## config.mk

```make
export PLATFORM = sky130hd
export DESIGN_NAME = byte_stuffed_frame_receiver
export DESIGN_NICKNAME = d
export VERILOG_FILES = /design/src/sv/bsfr_pkg.sv /design/src/sv/bsfr_store.sv /design/src/sv/bsfr_parse.sv /design/src/sv/bsfr_play.sv /design/src/sv/byte_stuffed_frame_receiver.sv
export SDC_FILE = /design/constraint.sdc
export NUM_CORES = 1
export LEC_CHECK = 0
export ABC_AREA = 1
export BUFFER_PORTS_ARGS = -buffer_cell sky130_fd_sc_hd__buf_2
export CAP_MARGIN = 10
export CELL_PAD_IN_SITES_DETAIL_PLACEMENT = 0
export CELL_PAD_IN_SITES_GLOBAL_PLACEMENT = 2
export CORE_MARGIN = 10
export CORE_UTILIZATION = 46
export CTS_CLUSTER_DIAMETER = 50
export DETAILED_ROUTE_END_ITERATION = 6
export PLACE_DENSITY = 0.92
export SYNTH_ARGS = -nofsm -noshare
export SYNTH_HDL_FRONTEND = slang
export SYNTH_HIERARCHICAL = 1
export SYNTH_SLANG_ARGS = --single-unit
```

## constraint.sdc

```tcl
create_clock -name clk -period 6.2 [get_ports clk]
set_clock_uncertainty 0.1 [all_clocks]
set_input_delay 0.31 -clock clk [delete_from_list [all_inputs] [get_ports clk]]
set_output_delay 0.31 -clock clk [all_outputs]
set_load 0.03 [all_outputs]
```

## src/sv/bsfr_pkg.sv

```systemverilog
package bsfr_pkg;

	// Frame store geometry
	localparam int FRAME_DEPTH = 64;
	localparam int ADDR_W      = $clog2(FRAME_DEPTH);
	localparam int CNT_W       = $clog2(FRAME_DEPTH + 1);

	// Reflected CRC-8 polynomial, init zero
	localparam logic [7:0] CRC_POLY = 8'h8C;

	// Register reset values
	localparam logic [7:0] START_RST  = 8'h02;
	localparam logic [7:0] END_RST    = 8'h03;
	localparam logic [7:0] ESCAPE_RST = 8'h10;
	localparam logic [7:0] MASK_RST   = 8'h20;
	localparam logic       CRC_EN_RST = 1'b1;

	typedef enum logic [1:0] {
		ERR_NONE      = 2'd0,
		ERR_RESTART   = 2'd1,
		ERR_MALFORMED = 2'd2,
		ERR_CRC       = 2'd3
	} err_kind_t;

	typedef enum logic [2:0] {
		REG_START  = 3'd0,
		REG_END    = 3'd1,
		REG_ESCAPE = 3'd2,
		REG_MASK   = 3'd3,
		REG_CRC_EN = 3'd4
	} reg_index_t;

	// Command from the parser to the play-out sequencer
	typedef struct packed {
		logic             valid;
		logic             err;
		err_kind_t        kind;
		logic [CNT_W-1:0] len;
	} play_cmd_t;

	// Status back from the play-out sequencer
	typedef struct packed {
		logic busy;
		logic hold;
	} play_sts_t;

	// One byte folded into a reflected CRC-8
	function automatic logic [7:0] crc_fold(input logic [7:0] crc, input logic [7:0] b);
		logic [7:0] c;
		c = crc ^ b;
		for (int k = 0; k < 8; k++) begin
			if (c[0]) begin
				c = (c >> 1) ^ CRC_POLY;
			end else begin
				c = c >> 1;
			end
		end
		return c;
	endfunction

endpackage

```

## src/sv/bsfr_store.sv

```systemverilog
module bsfr_store
	import bsfr_pkg::*;
(
	input  logic              clk,
	input  logic              wr_en,
	input  logic [ADDR_W-1:0] wr_addr,
	input  logic [7:0]        wr_data,
	input  logic              rd_en,
	input  logic [ADDR_W-1:0] rd_addr,
	output logic [7:0]        rd_data
);

	logic [7:0] mem_q [FRAME_DEPTH];
	logic [7:0] rd_data_q;

	// Write port
	always_ff @(posedge clk) begin
		if (wr_en) begin
			mem_q[wr_addr] <= wr_data;
		end
	end

	// Registered read port, holds its data between reads
	always_ff @(posedge clk) begin
		if (rd_en) begin
			rd_data_q <= mem_q[rd_addr];
		end
	end

	assign rd_data = rd_data_q;

endmodule

```

## src/sv/bsfr_parse.sv

```systemverilog
module bsfr_parse
	import bsfr_pkg::*;
(
	input  logic              clk,
	input  logic              arst_n,
	input  logic              cfg_valid,
	output logic              cfg_ready,
	input  logic [2:0]        cfg_index,
	input  logic [7:0]        cfg_data,
	input  logic              rx_valid,
	output logic              rx_stall,
	input  logic [7:0]        rx_byte,
	input  play_sts_t         sts,
	output play_cmd_t         cmd,
	output logic              wr_en,
	output logic [ADDR_W-1:0] wr_addr,
	output logic [7:0]        wr_data
);

	logic [7:0]       start_q, end_q, escape_q, mask_q;
	logic             crc_en_q;
	logic [CNT_W-1:0] count_q;
	logic             in_frame_q;
	logic             esc_q;
	logic [7:0]       crc_q;
	logic [7:0]       prev_q;

	logic             acc;
	logic             is_start, is_end, is_esc;
	logic [7:0]       data_b;
	logic [CNT_W-1:0] need, len;
	logic             good;
	logic             room;

	assign cfg_ready = 1'b1;
	assign rx_stall  = sts.busy | sts.hold;
	assign acc       = rx_valid & ~rx_stall;

	assign is_start = (rx_byte == start_q);
	assign is_end   = (rx_byte == end_q);
	assign is_esc   = (rx_byte == escape_q);
	assign data_b   = esc_q ? (rx_byte ^ mask_q) : rx_byte;
	assign need     = crc_en_q ? CNT_W'(2) : CNT_W'(1);
	assign len      = count_q - {{(CNT_W-1){1'b0}}, crc_en_q};
	assign good     = in_frame_q & ~esc_q & (count_q >= need);
	assign room     = (count_q < CNT_W'(FRAME_DEPTH));

	assign wr_addr = count_q[ADDR_W-1:0];
	assign wr_data = data_b;

	// Classify the request: start beats end, end beats escape
	always_comb begin
		cmd   = '0;
		wr_en = 1'b0;
		if (acc) begin
			priority if (is_start) begin
				if (count_q != '0) begin
					cmd.valid = 1'b1;
					cmd.err   = 1'b1;
					cmd.kind  = ERR_RESTART;
				end
			end else if (is_end) begin
				cmd.valid = 1'b1;
				cmd.len   = len;
				if (!good) begin
					cmd.err  = 1'b1;
					cmd.kind = ERR_MALFORMED;
				end else if (crc_en_q && (prev_q != crc_q)) begin
					cmd.err  = 1'b1;
					cmd.kind = ERR_CRC;
				end
			end else if (in_frame_q && !is_esc && room) begin
				wr_en = 1'b1;
			end
		end
	end

	// Configuration registers
	always_ff @(posedge clk or negedge arst_n) begin
		if (!arst_n) begin
			start_q  <= START_RST;
			end_q    <= END_RST;
			escape_q <= ESCAPE_RST;
			mask_q   <= MASK_RST;
			crc_en_q <= CRC_EN_RST;
		end else if (cfg_valid && cfg_ready) begin
			unique case (cfg_index)
				REG_START:  start_q  <= cfg_data;
				REG_END:    end_q    <= cfg_data;
				REG_ESCAPE: escape_q <= cfg_data;
				REG_MASK:   mask_q   <= cfg_data;
				REG_CRC_EN: crc_en_q <= cfg_data[0];
				default: ;
			endcase
		end
	end

	// Frame state
	always_ff @(posedge clk or negedge arst_n) begin
		if (!arst_n) begin
			count_q    <= '0;
			in_frame_q <= 1'b0;
			esc_q      <= 1'b0;
			crc_q      <= '0;
		end else if (acc) begin
			priority if (is_start) begin
				count_q    <= '0;
				crc_q      <= '0;
				in_frame_q <= 1'b1;
				esc_q      <= 1'b0;
			end else if (is_end) begin
				count_q    <= '0;
				crc_q      <= '0;
				in_frame_q <= 1'b0;
				esc_q      <= 1'b0;
			end else if (!in_frame_q) begin
				// stray byte outside a frame
			end else if (is_esc) begin
				esc_q <= 1'b1;
			end else if (!room) begin
				// overflow: drop the frame silently
				count_q    <= '0;
				crc_q      <= '0;
				in_frame_q <= 1'b0;
				esc_q      <= 1'b0;
			end else begin
				esc_q   <= 1'b0;
				count_q <= count_q + CNT_W'(1);
				if (count_q != '0) begin
					crc_q <= crc_fold(crc_q, prev_q);
				end
			end
		end
	end

	// Copy of the newest stored byte, saves a memory read for the CRC
	always_ff @(posedge clk) begin
		if (wr_en) begin
			prev_q <= data_b;
		end
	end

endmodule

```

## src/sv/bsfr_play.sv

```systemverilog
module bsfr_play
	import bsfr_pkg::*;
(
	input  logic              clk,
	input  logic              arst_n,
	input  play_cmd_t         cmd,
	output play_sts_t         sts,
	output logic              rd_en,
	output logic [ADDR_W-1:0] rd_addr,
	input  logic [7:0]        rd_data,
	output logic              res_valid,
	input  logic              res_stall,
	output logic [7:0]        payload_byte,
	output logic              last_of_frame,
	output logic [1:0]        error_kind
);

	typedef enum logic [1:0] {
		ST_IDLE,
		ST_READ,
		ST_EMIT
	} state_t;

	state_t           state_q;
	logic [CNT_W-1:0] idx_q;
	logic [CNT_W-1:0] len_q;
	logic             res_valid_q;
	logic [7:0]       payload_q;
	logic             last_q;
	logic [1:0]       kind_q;

	logic             out_free;
	logic             is_last;

	assign out_free = ~res_valid_q | ~res_stall;
	assign is_last  = (idx_q == (len_q - CNT_W'(1)));

	assign sts.busy = (state_q != ST_IDLE);
	assign sts.hold = res_valid_q & res_stall;

	assign rd_en   = (state_q == ST_READ);
	assign rd_addr = idx_q[ADDR_W-1:0];

	assign res_valid     = res_valid_q;
	assign payload_byte  = payload_q;
	assign last_of_frame = last_q;
	assign error_kind    = kind_q;

	// Sequencer and result register
	always_ff @(posedge clk or negedge arst_n) begin
		if (!arst_n) begin
			state_q     <= ST_IDLE;
			idx_q       <= '0;
			len_q       <= '0;
			res_valid_q <= 1'b0;
			payload_q   <= '0;
			last_q      <= 1'b0;
			kind_q      <= '0;
		end else begin
			if (res_valid_q && !res_stall) begin
				res_valid_q <= 1'b0;
			end
			unique case (state_q)
				ST_IDLE: begin
					if (cmd.valid) begin
						if (cmd.err) begin
							res_valid_q <= 1'b1;
							payload_q   <= '0;
							last_q      <= 1'b1;
							kind_q      <= cmd.kind;
						end else begin
							idx_q   <= '0;
							len_q   <= cmd.len;
							state_q <= ST_READ;
						end
					end
				end
				ST_READ: begin
					state_q <= ST_EMIT;
				end
				ST_EMIT: begin
					if (out_free) begin
						res_valid_q <= 1'b1;
						payload_q   <= rd_data;
						last_q      <= is_last;
						kind_q      <= ERR_NONE;
						idx_q       <= idx_q + CNT_W'(1);
						state_q     <= is_last ? ST_IDLE : ST_READ;
					end
				end
				default: state_q <= ST_IDLE;
			endcase
		end
	end

endmodule

```

## src/sv/byte_stuffed_frame_receiver.sv

```systemverilog
// Received bytes are taken one per cycle while rx_stall is low; stored bytes, and a start
// byte with none stored, give no result. An error result appears in the cycle after the
// request that causes it. A good end byte plays the frame out of the store, each payload
// byte by a memory read, then a result register load; requests are held off meanwhile.
// Reset clears frame state and restores register defaults; the frame store is not cleared.
module byte_stuffed_frame_receiver
	import bsfr_pkg::*;
(
	input  logic       clk,
	input  logic       arst_n,
	input  logic       cfg_valid,
	output logic       cfg_ready,
	input  logic [2:0] cfg_index,
	input  logic [7:0] cfg_data,
	input  logic       rx_valid,
	output logic       rx_stall,
	input  logic [7:0] rx_byte,
	output logic       res_valid,
	input  logic       res_stall,
	output logic [7:0] payload_byte,
	output logic       last_of_frame,
	output logic [1:0] error_kind
);

	play_cmd_t         cmd;
	play_sts_t         sts;
	logic              wr_en;
	logic [ADDR_W-1:0] wr_addr;
	logic [7:0]        wr_data;
	logic              rd_en;
	logic [ADDR_W-1:0] rd_addr;
	logic [7:0]        rd_data;

	bsfr_parse u_parse (
		.clk       (clk),
		.arst_n    (arst_n),
		.cfg_valid (cfg_valid),
		.cfg_ready (cfg_ready),
		.cfg_index (cfg_index),
		.cfg_data  (cfg_data),
		.rx_valid  (rx_valid),
		.rx_stall  (rx_stall),
		.rx_byte   (rx_byte),
		.sts       (sts),
		.cmd       (cmd),
		.wr_en     (wr_en),
		.wr_addr   (wr_addr),
		.wr_data   (wr_data)
	);

	bsfr_store u_store (
		.clk     (clk),
		.wr_en   (wr_en),
		.wr_addr (wr_addr),
		.wr_data (wr_data),
		.rd_en   (rd_en),
		.rd_addr (rd_addr),
		.rd_data (rd_data)
	);

	bsfr_play u_play (
		.clk           (clk),
		.arst_n        (arst_n),
		.cmd           (cmd),
		.sts           (sts),
		.rd_en         (rd_en),
		.rd_addr       (rd_addr),
		.rd_data       (rd_data),
		.res_valid     (res_valid),
		.res_stall     (res_stall),
		.payload_byte  (payload_byte),
		.last_of_frame (last_of_frame),
		.error_kind    (error_kind)
	);

`ifndef SYNTHESIS
	// No store write while a frame is being played out
	a_no_write_in_play: assert property (@(posedge clk) disable iff (!arst_n)
		wr_en |-> !sts.busy)
		else $error("frame store written during play-out");

	// A good-frame command starts the sequencer
	a_play_starts: assert property (@(posedge clk) disable iff (!arst_n)
		(cmd.valid && !cmd.err) |=> sts.busy)
		else $error("play-out did not start");

	// Error results carry a zero byte and the last mark
	a_err_shape: assert property (@(posedge clk) disable iff (!arst_n)
		(res_valid && error_kind != ERR_NONE) |-> (payload_byte == 8'h00 && last_of_frame))
		else $error("malformed error result");
`endif

endmodule
```

==> impl_metrics.tcl <==
set metrics [dict create \
    status "finished clean" \
    final_cells 3261 \
    die-area_um2 67400 \
    diodes 0 \
    fp.dieH_um 260 \
    clock-sinks 606 \
    areaGrowthSynthToFinish_pct 10.3 \
    start_util 0.466 \
    synth_top_area_share 0.601 \
    wirelength_um 67600 \
    rows 87 \
    grtUsageTotal 0.200 \
    cts-hold-fix-buffers 13 \
    startpoint_type "register" \
    clock.fmax_mhz 254 \
    firstDrtPassIters 5 \
    dr.first_iter.drc_count 1780 \
    finalMaxSlewViolations 0 \
    slowest_stage "nor2_1" \
    drive_gt1_frac 0.0866 \
    ioPinCount 38 \
    port_buffers 36 \
    insertion_delay_ns 0.60 \
    viasPerCell 5.47 \
    seq_area_frac_synth 0.675 \
    rsz0062_at_grt "false" \
    final_nets 2485 \
    multi_input_area_um2 7250 \
    ys.flop_type "edfxtp_1" \
    finalHoldViolCount 0 \
    n_fill_cell 5022 \
    wl_per_cell_um 20.7 \
    post-dp-hpwl_um 39900 \
    path_buf_inv 3 \
    seq_area_um2 17800 \
    yosysUniqueCellTypes 42 \
    synthesis.nets 2482 \
    grt_pass1_vias 17675 \
    synth_common_cells "nand2_1, edfxtp_1, nand3_1" \
    crit_type "reg2reg" \
    synth_most_common_cell "nand2_1" \
    cts_max_path_buffers 3 \
    drc 0 \
    path_clk_slew_ns 0.05 \
    async_reset_ff_frac 0.129 \
    antenna_found_initial 1 \
    syn-mean-instance-area_um2 10.8 \
    critPathMaxFanout 12 \
    grt_max_degree 181 \
    p_leak_uw 0.0111 \
    grt_overflow 0 \
    cpLargestDelayFamily "simple AND/OR/NAND/NOR gates" \
    synth.ff_latch_count 606 \
    min_period_ns 3.94 \
    ant_nets 0 \
    num_vias 17851 \
    cts_buffers 68 \
    grt_pass1_wl_um 104000 \
    postCtsSetupRepairBufs 0 \
    cts-root-buf "clkbuf_16" \
    syn_inst 2450 \
    crit_required_ns 6.33 \
    hold_path.class "in2reg" \
    die_x_um 260 \
    end_kind "register" \
    setup_violations 0 \
    place_ws_ns 2.35 \
    cts_resized 0 \
    power_density_nw_per_um2 451 \
    synthTopCellsByArea "edfxtp_1, nand2_1, nand3_1" \
    drv_cap 0 \
    cts_htree_levels 3 \
    worst_ir_drop_vdd_mv 0.299 \
    slowest_delay_ns 0.85 \
    dpl.cell_count 3126 \
    min_period_over_period 0.635 \
    synth_top_cell_by_area "edfxtp_1" \
    path_cells "inv_1 -> nand2_2 -> inv_1 -> nand3_1 -> nor2_1 -> nand2_2 -> nor2_1 -> buf_4 -> nand3_1 -> nor2_1" \
    relSlewSlack 0.268 \
    tritoncts "yes" \
    syn-cell-area_um2 26400 \
    timing.final.ws_setup_ns 2.26 \
    worstPathArrival_ns 4.07 \
    worst_slew_pin_slew_ns 1.09 \
    cpMostUsedCell "nor2_1" \
    yosysWarnings 6 \
    synth_edf_count 528 \
    core_um2 56600 \
    gp_congestion 0.827 \
    fin_setup_tns_ns 0 \
]
-- placed cells by master, fill, tap and decap left out, types with 9 or more instances in the layout --
master         count
edfxtp_1         528
dlygate4sd3_1     13
buf_2             35
clkbuf_16         71
inv_2             13
a21oi_1           12
dfrtp_1           69
nor3_1            15
xor2_1            25
clkinv_1          10
inv_1             91
nand2_1          839
o21ai_2            9
nor2_1           109
clkbuf_1          11
nand3_1          470
o21ai_0           45
buf_4             20
xnor2_1           18
-- sequential cells by signal (all words and copies together), names as in the netlist, 8 cells and up --
| signal | cells |
|---|---|
| u_parse/crc_q | 8 |
| u_parse/end_q | 8 |
| u_parse/escape_q | 8 |
| u_parse/mask_q | 8 |
| u_parse/prev_q | 8 |
| u_parse/start_q | 8 |
| u_play/payload_byte | 8 |
| u_store/mem_q | 512 |
| u_store/rd_data | 8 |
-- through the flow --
step / hold slack (ns) / power, uW / instance area, um2 / utilization
3_3_place_gp: 0.369 / 9260 / 26800 / 0.473
2_1_floorplan: -0.0856 / 8090 / 26400 / -
3_5_place_dp: 0.374 / 9260 / 26800 / 0.473
6_report: 0.0891 / 13100 / 29100 / 0.515
5_1_grt: 0.0889 / 13800 / 29100 / 0.515
4_1_cts: 0.0771 / 13200 / 29100 / 0.515
-- report_power, final --
group          switching [uW]  leakage [uW]  total [uW]  internal (uW)
clock                    1630       0.00106        3950           2320
combinational            2990       0.00437        4010           1020
sequential                233       0.00571        5180           4940
-- worst min-delay path, stage by stage --
cell and delay (ns):
buf_2 0.10, nand3_1 0.14, nor2_1 0.09, inv_1 0.05, a21oi_1 0.06
-- kinds of logic after synthesis --
kind of cell,share of synthesized area
AND/OR/NAND/NOR,0.236
flip-flops,0.675
AO/OA/AOI/OAI,0.0193
other,0.000142
buffers and inverters,0.0503
multiplexers,0.000853
adder cells (fa/ha/maj),0.00379
XOR/XNOR,0.0149
-- per-layer routing --
metal / share of wire / up-vias / global-route usage
met5: 0 / - / 0
met4: 0.023 / 0 / 0.0633
met3: 0.066 / 100 / 0.0291
met2: 0.49 / 647 / 0.334
met1: 0.42 / 8745 / 0.266
li1: - / 8359 / -
-- path summary, 6_finish.rpt --
| path | start | endpoint | slack (ns) | cells past startpoint |
|---|---|---|---|---|
| max in group asynchronous | arst_n | u_play/idx_q[1]$_DFFE_PN0P_ | 4.90 | 2 |
| min | rx_valid | u_parse/esc_q$_DFFE_PN0P_ | 0.09 | 5 |
| max | u_play/state_q[0]$_DFFE_PN0P_ | u_store/mem_q[41][4]$_DFFE_PP_ | 2.26 | 10 |
| min reg2reg | u_play/error_kind[1]$_DFFE_PN0P_ | u_play/error_kind[1]$_DFFE_PN0P_ | 0.38 | 1 |
| max reg2reg | u_play/state_q[0]$_DFFE_PN0P_ | u_store/mem_q[41][4]$_DFFE_PP_ | 2.26 | 10 |
| min in group asynchronous | arst_n | u_play/payload_byte[1]$_DFFE_PN0P_ | 0.35 | 2 |
-- area by class of cell --
cell class | instances | area share
flip-flops and latches | 606 | 0.612
multi-input cells | 1601 | 0.249
inverters | 106 | 0.0139
repair buffers | 70 | 0.0170
well taps | 756 | 0.0325
clock buffers | 82 | 0.0624
clock inverters | 40 | 0.0133
(Power assumes the default switching activity.)
